## src/design/wildcard_glob_matcher_core_defines.svh

```systemverilog
// assertion macros shared by the wildcard glob matcher design files
// expects clk and arst_n in the scope of each use
`ifndef WILDCARD_GLOB_MATCHER_CORE_DEFINES_SVH
`define WILDCARD_GLOB_MATCHER_CORE_DEFINES_SVH

// same-cycle implication, held off during reset
`define WGM_ASSERT_IMP(lbl, ante, cons) \
	lbl: assert property (@(posedge clk) disable iff (!arst_n) (ante) |-> (cons)) \
		else $error("wgm assertion failed");

// next-cycle implication, held off during reset
`define WGM_ASSERT_NXT(lbl, ante, cons) \
	lbl: assert property (@(posedge clk) disable iff (!arst_n) (ante) |=> (cons)) \
		else $error("wgm assertion failed");

`endif

```

## src/design/wgm_pkg.sv

```systemverilog
// types, constants and the star closure function of the wildcard glob matcher
// no dependencies
package wgm_pkg;

	localparam int unsigned PATTERN_MAX = 64;
	localparam int unsigned POS_W = $clog2(PATTERN_MAX + 1);
	localparam int unsigned IDX_W = (PATTERN_MAX > 1) ? $clog2(PATTERN_MAX) : 1;
	localparam int unsigned LIVE_W = PATTERN_MAX + 1;

	localparam logic [7:0] STAR_BYTE = 8'h2A;
	localparam logic [7:0] QUERY_BYTE = 8'h3F;

	localparam logic [1:0] ACT_CLEAR = 2'd0;
	localparam logic [1:0] ACT_APPEND = 2'd1;
	localparam logic [1:0] ACT_SUBJECT = 2'd2;
	localparam logic [1:0] ACT_END = 2'd3;

	typedef struct packed {
		logic [1:0] action;
		logic [7:0] data_byte;
	} item_t;

	typedef struct packed {
		logic matched;
		logic pattern_overflow;
	} result_t;

	typedef logic [PATTERN_MAX-1:0] pos_vec_t;
	typedef logic [LIVE_W-1:0] live_t;
	typedef logic [PATTERN_MAX-1:0][7:0] pat_bytes_t;

	// pattern view, star and query already limited to used positions
	typedef struct packed {
		pos_vec_t star;
		pos_vec_t query;
		pos_vec_t used;
		logic [POS_W-1:0] length;
		logic overflow;
	} pat_view_t;

	// a live star makes the next position live, along whole runs of stars:
	// a live star starts a carry that ripples through the run
	function automatic live_t close_stars(live_t seed, pos_vec_t star);
		live_t s;
		live_t t;
		live_t c;
		s = {1'b0, star};
		t = seed & s;
		c = (s + t) ^ s ^ t;
		return seed | c;
	endfunction

endpackage

```

## src/design/wgm_pattern.sv

```systemverilog
// pattern store: bytes, star and query flags, length and overflow
// depends on wgm_pkg
module wgm_pattern
	import wgm_pkg::*;
(
	input  logic       clk,
	input  logic       arst_n,
	input  logic       fire,
	input  item_t      item,
	output pat_view_t  cur,
	output pos_vec_t   nxt_star,
	output pat_bytes_t bytes
);

	pos_vec_t star_q;
	pos_vec_t query_q;
	pos_vec_t used_q;
	pos_vec_t used_d;
	pos_vec_t star_raw;
	pos_vec_t wr_sel;
	pat_bytes_t bytes_q;
	logic [POS_W-1:0] length_q;
	logic [POS_W-1:0] length_d;
	logic overflow_q;
	logic overflow_d;
	logic full;
	logic wr_en;
	logic [IDX_W-1:0] wr_idx;
	logic is_star;
	logic is_query;

	assign full = (length_q == POS_W'(PATTERN_MAX));
	assign wr_idx = length_q[IDX_W-1:0];
	assign wr_sel = pos_vec_t'(1) << wr_idx;
	assign is_star = (item.data_byte == STAR_BYTE);
	assign is_query = (item.data_byte == QUERY_BYTE);
	assign wr_en = fire && (item.action == ACT_APPEND) && !full;

	always_comb begin
		used_d = used_q;
		length_d = length_q;
		overflow_d = overflow_q;
		if (fire) begin
			unique case (item.action)
				ACT_CLEAR: begin
					used_d = '0;
					length_d = '0;
					overflow_d = 1'b0;
				end
				ACT_APPEND: begin
					if (!full) begin
						used_d = used_q | wr_sel;
						length_d = length_q + POS_W'(1);
					end else begin
						overflow_d = 1'b1;
					end
				end
				default: begin
				end
			endcase
		end
	end

	// star mask as it stands after this beat, for the restart closure
	assign star_raw = wr_en ? ((star_q & ~wr_sel) | (wr_sel & {PATTERN_MAX{is_star}})) : star_q;
	assign nxt_star = star_raw & used_d;

	always_ff @(posedge clk or negedge arst_n) begin
		if (!arst_n) begin
			used_q <= '0;
			length_q <= '0;
			overflow_q <= 1'b0;
		end else begin
			used_q <= used_d;
			length_q <= length_d;
			overflow_q <= overflow_d;
		end
	end

	// entries above the length are masked, so no reset
	always_ff @(posedge clk) begin
		if (wr_en) begin
			bytes_q[wr_idx] <= item.data_byte;
			star_q[wr_idx] <= is_star;
			query_q[wr_idx] <= is_query;
		end
	end

	assign cur.star = star_q & used_q;
	assign cur.query = query_q & used_q;
	assign cur.used = used_q;
	assign cur.length = length_q;
	assign cur.overflow = overflow_q;
	assign bytes = bytes_q;

endmodule

```

## src/design/wgm_nfa.sv

```systemverilog
// live position set of the matcher automaton and the end-of-subject verdict
// depends on wgm_pkg
module wgm_nfa
	import wgm_pkg::*;
(
	input  logic       clk,
	input  logic       arst_n,
	input  logic       fire,
	input  item_t      item,
	input  pat_view_t  cur,
	input  pos_vec_t   nxt_star,
	input  pat_bytes_t bytes,
	output result_t    verdict
);

	live_t live_q;
	live_t live_d;
	live_t step;
	pos_vec_t lit;

	// literal or query position that takes this subject byte
	always_comb begin
		for (int i = 0; i < PATTERN_MAX; i++) begin
			lit[i] = cur.used[i] && !cur.star[i] &&
				(cur.query[i] || (bytes[i] == item.data_byte));
		end
	end

	// stars keep themselves, literals advance one place
	assign step = {1'b0, live_q[PATTERN_MAX-1:0] & cur.star} |
		{live_q[PATTERN_MAX-1:0] & lit, 1'b0};

	always_comb begin
		if (item.action == ACT_SUBJECT) begin
			live_d = close_stars(step, cur.star);
		end else begin
			live_d = close_stars(LIVE_W'(1), nxt_star);
		end
	end

	always_ff @(posedge clk or negedge arst_n) begin
		if (!arst_n) begin
			live_q <= LIVE_W'(1);
		end else if (fire) begin
			live_q <= live_d;
		end
	end

	assign verdict.matched = live_q[cur.length] && !cur.overflow;
	assign verdict.pattern_overflow = cur.overflow;

endmodule

```

## src/design/wildcard_glob_matcher_core.sv

```systemverilog
// top level of the wildcard glob matcher: input stage, pattern store, automaton, result register
// depends on wgm_pkg, wgm_pattern, wgm_nfa and wildcard_glob_matcher_core_defines.svh
//
// usage
//   item channel (item_valid / item_ready / item) carries one command beat:
//   clear pattern, append pattern byte, subject byte or end of subject
//   result channel (result_valid / result_ready / result) carries one beat
//   per end of subject: matched and the sticky pattern_overflow flag
//   star matches any run of bytes, question mark any one byte
//   throughput: one item beat per cycle, except that an end beat holds while a
//   result waits; the automaton updates all live pattern positions together
//   result path: an end beat waits in the input stage, and when it is applied
//   the verdict comes straight off the live set into the result register,
//   which then drives the result beat
//   stall: while result_ready is low and a result waits, clear, append and
//   subject beats still flow; only a further end beat holds in the input
//   stage, and item_ready drops once that stage cannot drain
//   reset: empty pattern, overflow clear, only position zero live, both
//   channels empty; no clearing pass, the block takes beats right away
`include "wildcard_glob_matcher_core_defines.svh"

module wildcard_glob_matcher_core
	import wgm_pkg::*;
(
	input  logic    clk,
	input  logic    arst_n,
	input  logic    item_valid,
	output logic    item_ready,
	input  item_t   item,
	output logic    result_valid,
	input  logic    result_ready,
	output result_t result
);

	// input stage
	logic valid_s1;
	item_t item_s1;
	// s1 beat is applied to the state this cycle
	logic adv;
	logic end_beat;

	// result register
	logic result_valid_q;
	result_t result_q;

	pat_view_t pat_cur;
	pos_vec_t pat_nxt_star;
	pat_bytes_t pat_bytes;
	result_t verdict;

	assign end_beat = (item_s1.action == ACT_END);
	// only an end beat needs room in the result register
	assign adv = valid_s1 && (!end_beat || !result_valid_q || result_ready);
	assign item_ready = !valid_s1 || adv;

	always_ff @(posedge clk or negedge arst_n) begin
		if (!arst_n) begin
			valid_s1 <= 1'b0;
		end else if (item_ready) begin
			valid_s1 <= item_valid;
		end
	end

	always_ff @(posedge clk) begin
		if (item_ready && item_valid) begin
			item_s1 <= item;
		end
	end

	wgm_pattern u_pattern (
		.clk      (clk),
		.arst_n   (arst_n),
		.fire     (adv),
		.item     (item_s1),
		.cur      (pat_cur),
		.nxt_star (pat_nxt_star),
		.bytes    (pat_bytes)
	);

	wgm_nfa u_nfa (
		.clk      (clk),
		.arst_n   (arst_n),
		.fire     (adv),
		.item     (item_s1),
		.cur      (pat_cur),
		.nxt_star (pat_nxt_star),
		.bytes    (pat_bytes),
		.verdict  (verdict)
	);

	// verdict is read from the live set before the restart lands
	always_ff @(posedge clk or negedge arst_n) begin
		if (!arst_n) begin
			result_valid_q <= 1'b0;
		end else if (adv && end_beat) begin
			result_valid_q <= 1'b1;
		end else if (result_ready) begin
			result_valid_q <= 1'b0;
		end
	end

	always_ff @(posedge clk) begin
		if (adv && end_beat) begin
			result_q <= verdict;
		end
	end

	assign result_valid = result_valid_q;
	assign result = result_q;

	// a new beat only lands on a busy input stage that drains this cycle
	`WGM_ASSERT_IMP(a_s1_no_overwrite, item_valid && item_ready && valid_s1, adv)
	// an end beat never overwrites a result that is still waiting
	`WGM_ASSERT_IMP(a_result_no_overwrite, adv && end_beat,
		!result_valid_q || result_ready)
	// overflow always forces a miss
	`WGM_ASSERT_IMP(a_overflow_no_match, result_valid && result.pattern_overflow,
		!result.matched)
	// length stays within capacity and agrees with the used mask
	`WGM_ASSERT_IMP(a_length_mask, 1'b1,
		(pat_cur.length <= POS_W'(PATTERN_MAX)) &&
		($countones(pat_cur.used) == int'(pat_cur.length)))

endmodule

```

## config.mk

```make
export PLATFORM = sky130hd
export DESIGN_NAME = wildcard_glob_matcher_core
export DESIGN_NICKNAME = d
export VERILOG_FILES = /design/src/design/wgm_pkg.sv /design/src/design/wgm_pattern.sv /design/src/design/wgm_nfa.sv /design/src/design/wildcard_glob_matcher_core.sv
export VERILOG_INCLUDE_DIRS = /design/src /design/src/design
export SDC_FILE = /design/constraint.sdc
export NUM_CORES = 1
export LEC_CHECK = 0
export ABC_CLOCK_PERIOD_IN_PS = 13600
export CAP_MARGIN = 10
export CELL_PAD_IN_SITES_DETAIL_PLACEMENT = 1
export CELL_PAD_IN_SITES_GLOBAL_PLACEMENT = 2
export CORE_AREA = 10 10 301 303
export DETAILED_ROUTE_END_ITERATION = 6
export DIE_AREA = 0 0 311 313
export DONT_BUFFER_PORTS = 1
export PLACE_DENSITY_LB_ADDON = 0.1
export SYNTH_ARGS = -nofsm -noshare
export SYNTH_HDL_FRONTEND = slang
export SYNTH_SLANG_ARGS = --single-unit
```

## constraint.sdc

```tcl
create_clock -name clk -period 13.6 [get_ports clk]
set_input_delay 0 -clock clk [delete_from_list [all_inputs] [get_ports clk]]
set_output_delay 0 -clock clk [all_outputs]
set_load 0.02 [all_outputs]
```

==> impl_results.md <==
- Number of buffers created by CTS: 85
- Fillers: 8786
- Largest family of logic cells by synthesized area: simple AND/OR/NAND/NOR gates
- Critical path, cell by cell: and3_1 -> nand3_4 -> clkinv_4 -> mux2i_1 -> nor3_1 -> ha_1 -> nand3_1 -> or3b_1 -> nor3_1 -> nand3_1 -> nor3_1 -> a21oi_1 -> a21oi_1
- Post-synth top area cell: edfxtp_1
- Total chip power: 5380 uW
- Port-buffer cells: 0
- Final setup fails: 0
- Slew of the pin with the lowest slew margin: 1.38 ns
- Crit Path Category: register to register
- Dpl hpwl: 91.6 mm
- Post-DP Area: 41200 um2
- Row count: 107
- Share of cells above drive strength 1: 0.0743
- Final Hold Viols: 3
- Final ANT Viol Nets: 0
- Clock transition at the registers of the reported paths: 0.07 ns
- Detailed Route Iter0 Violations: 2445
- PwrDens: 122 nW/um2
- H-Tree Depth: 3
- Power share of the clock group: 0.415
- Failing checks: negative hold slack
- Maximum VDD drop: 0.129 mV
- All-Layer GR Usage: 0.269
- GPL Wtd Cong: 0.968
- Nets: 3524
- Final instance area: 44100 um2
- Max-Cap Viols: 0
- Synth Area in Simple Gates: 0.150
- Worst Path Buf+Inv: 1
- Clock Path Buffers: 3
- Vias per cell: 6.25
- Full die area: 97300 um2
- Mean area per synthesized cell: 11.5 um2
- WL final: 134 mm
- Die Span X: 311 um
- DR vias: 29500
- Final hold slack: -0.0195 ns
- Synthesized net count: 3500
- RSZ-0062 raised after global routing: false
- Final Max Slew Viols: 0
- Mux cell area share after synthesis: 0.0120
- Max_slew headroom: 0.0777
- Tcrit/Tclk final: 0.442
- Synth Area in XOR/XNOR: 0.113
- First-pass GRT wire length: 202 mm
- Status: finished with violations
- Gate power share: 0.083
- Switching Share: 0.255
- Max Clk Rate: 0.166 GHz
- Max stage delay on crit path: 0.92 ns
- CTS tree: built
- Distinct cells, synth: 111
- WP data arrival: 6.57 ns
- Clock latency on the worst-skew pair: 0.65 ns
- Router iterations before antenna repair: 5
- Cell mode on critical path: nor3_1
- Seq pwr share: 0.501
- Ys async rst share: 0.176
- Switch Pwr: 1370 uW
- Lkg Pwr: 0.0149 uW
- Layout area overhead: 9.98%
- HP Class: input port to async pin
- Worst clock skew: 0.0253 ns
- Core Region: 84600 um2
- Most used DFF post-synth: edfxtp_1
- Synthesized-area fraction occupied by adder cells: 0.00250
- Slowest library cell on the worst path: clkinv_4
- IO Pins: 18
- Non-filler cells, final: 4714
- Routed wire length per instance: 28.4 um
- # DRC: 0
- Synth top area share: 0.488
- Root Buffer: clkbuf_16
- CP endpoint kind: register
- Cell-internal power: 4010 uW
- Ys Warns: 0
- Fin Setup TNS: 0 ns
- Vias in the first global route: 30500
- Dpl cells: 4536
- Top cells by area, synth: edfxtp_1, xor2_1, dfrtp_1
- Yosys reg bits: 791
- Sink Count: 791
- Compound-Gate Fraction of Synth Area: 0.119
- Largest net degree at the start of global routing: 140
- Crit path max fanout: 98
- GRT overflow: 0
- Starting density of the core: 0.474
- Mapped cell area: 40100 um2
- Post-CTS setup buffers: 0
- Top delay family on crit path: simple AND/OR/NAND/NOR gates
- Gate Count Post-Synth: 3478
- Startpoint types: register
- Min cycle time layout: 6.01 ns
- Register area share after synthesis: 0.575
- Initial antenna violation count: 3
- Die Height: 313 um
- Number of flops mapped to enable cells by yosys: 652
- Required @ worst endpoint: 14.16 ns
==> per-layer routing <==
| metal | vias to the layer above | global-route usage | routed length [um] |
|---|---|---|---|
| li1 | 13100 | - | - |
| met2 | 966 | 0.438 | 62700 |
| met4 | 6 | 0.104 | 5510 |
| met5 | - | 0 | 46 |
| met1 | 15100 | 0.358 | 57700 |
| met3 | 279 | 0.0453 | 7980 |
==> layout by cell type, fill, tap and decap left out, types with 22 or more instances in the layout <==
cell type | synthesis | routed
inv_1 | 56 | 56
o21bai_1 | 22 | 22
nand4_1 | 37 | 37
and2_1 | 41 | 40
nor4_1 | 146 | 145
o31ai_1 | 41 | 41
nor2_1 | 289 | 287
nor3_1 | 88 | 88
mux2i_1 | 30 | 30
clkbuf_16 | 0 | 86
o211ai_1 | 26 | 26
xor2_1 | 437 | 437
o21ai_0 | 141 | 141
and3_1 | 26 | 25
dlygate4sd3_1 | 0 | 22
dfrtp_1 | 138 | 138
a21oi_1 | 181 | 181
a21o_1 | 31 | 31
nand2_1 | 304 | 303
edfxtp_1 | 652 | 652
xnor2_1 | 79 | 79
buf_4 | 26 | 64
nand3b_1 | 26 | 26
or3_1 | 24 | 24
nand3_1 | 91 | 91
a31oi_1 | 56 | 56
==> state kept, by name, summed over array words and instances, names as in the netlist, 2 cells and up <==
register / flops
result: 2
u_pattern.bytes: 512
u_nfa.live_q: 65
u_pattern.used_q: 64
item_s1: 10
u_pattern.query_q: 64
u_pattern.star_q: 64
u_pattern.length_q: 7
==> synthesized netlist by cell type (all sizes together) (56+ instances only) <==
cell type and count:
a31oi 57, nor4 150, buf 86, o21ai 151, edfxtp 652, nand2 304, clkbuf 67, dfrtp 138
a21oi 185, xnor2 79, nor3 94, xor2 437, nor2 290, inv 56, nand3 93
==> layout make-up <==
| class | instances | area, um2 | area share |
|---|---|---|---|
| Antenna cell | 1 | 2.50 | 0.0000567 |
| Clock buffer | 110 | 2280 | 0.0517 |
| Clock inverter | 44 | 374 | 0.00848 |
| Inverter | 59 | 226 | 0.00513 |
| Multi-Input combinational cell | 2475 | 15900 | 0.362 |
| Sequential cell | 791 | 23100 | 0.523 |
| Tap cell | 1144 | 1430 | 0.0325 |
| Timing Repair Buffer | 90 | 788 | 0.0179 |
==> repair_timing <==
action / in CTS / in global routing
endpoints found under the setup margin: 0 / 0
resized for setup: 0 / 0
hold buffers: 23 / 0
endpoints found under the hold margin: 161 / 0
==> power by group through the flow <==
stage	sequential (uW)	clock [uW]	combinational, uW
detailed placement	2750	0	425
global route	2700	2380	480
global placement	2740	0	412
floorplan	2730	0	271
CTS	2700	2270	445
finish	2700	2240	449
==> metrics by stage <==
step	setup slack, ns	util
CTS	7.81	0.521
global route	7.48	0.521
global placement	7.94	0.487
floorplan	8.87	-
detailed placement	7.83	0.487
finish	7.59	0.521
==> kinds of logic (layout without fill, tap and decap cells) <==
logic type | Yosys count | count (layout)
compound gates | 725 | 725
mux | 41 | 41
fa+ha+maj | 8 | 8
xor+xnor | 516 | 516
simple gates | 1185 | 1185
other cells | 0 | 1
flops | 791 | 791
buf+inv | 212 | 303
==> worst reg2reg max path: stages, from the launching register on <==
cell and delay [ns]:
edfxtp_1 0.75, and3_1 0.33, nand3_4 0.49, clkinv_4 0.96, mux2i_1 0.23, nor3_1 0.26
ha_1 0.32, nand3_1 0.21, or3b_1 0.53, nor3_1 0.66, nand3_1 0.37, nor3_1 0.53
a21oi_1 0.15, a21oi_1 0.14
==> worst paths after layout <==
check	slack (ns)	end	cells after the start	startpoint
setup / recovery	7.59	u_nfa.live_q[60]	13	item_s1[5]
hold / removal	-0.02	u_pattern.used_q[36]	2	arst_n
setup reg to reg	7.59	u_nfa.live_q[60]	13	item_s1[5]
hold reg to reg	0.51	u_nfa.live_q[0]	2	u_nfa.live_q[0]
max in group asynchronous	12.78	u_nfa.live_q[6]	2	arst_n
min in group clk	0.04	item_s1[3]	1	item[3]
No activity file was read; power rests on OpenSTA's default activity.
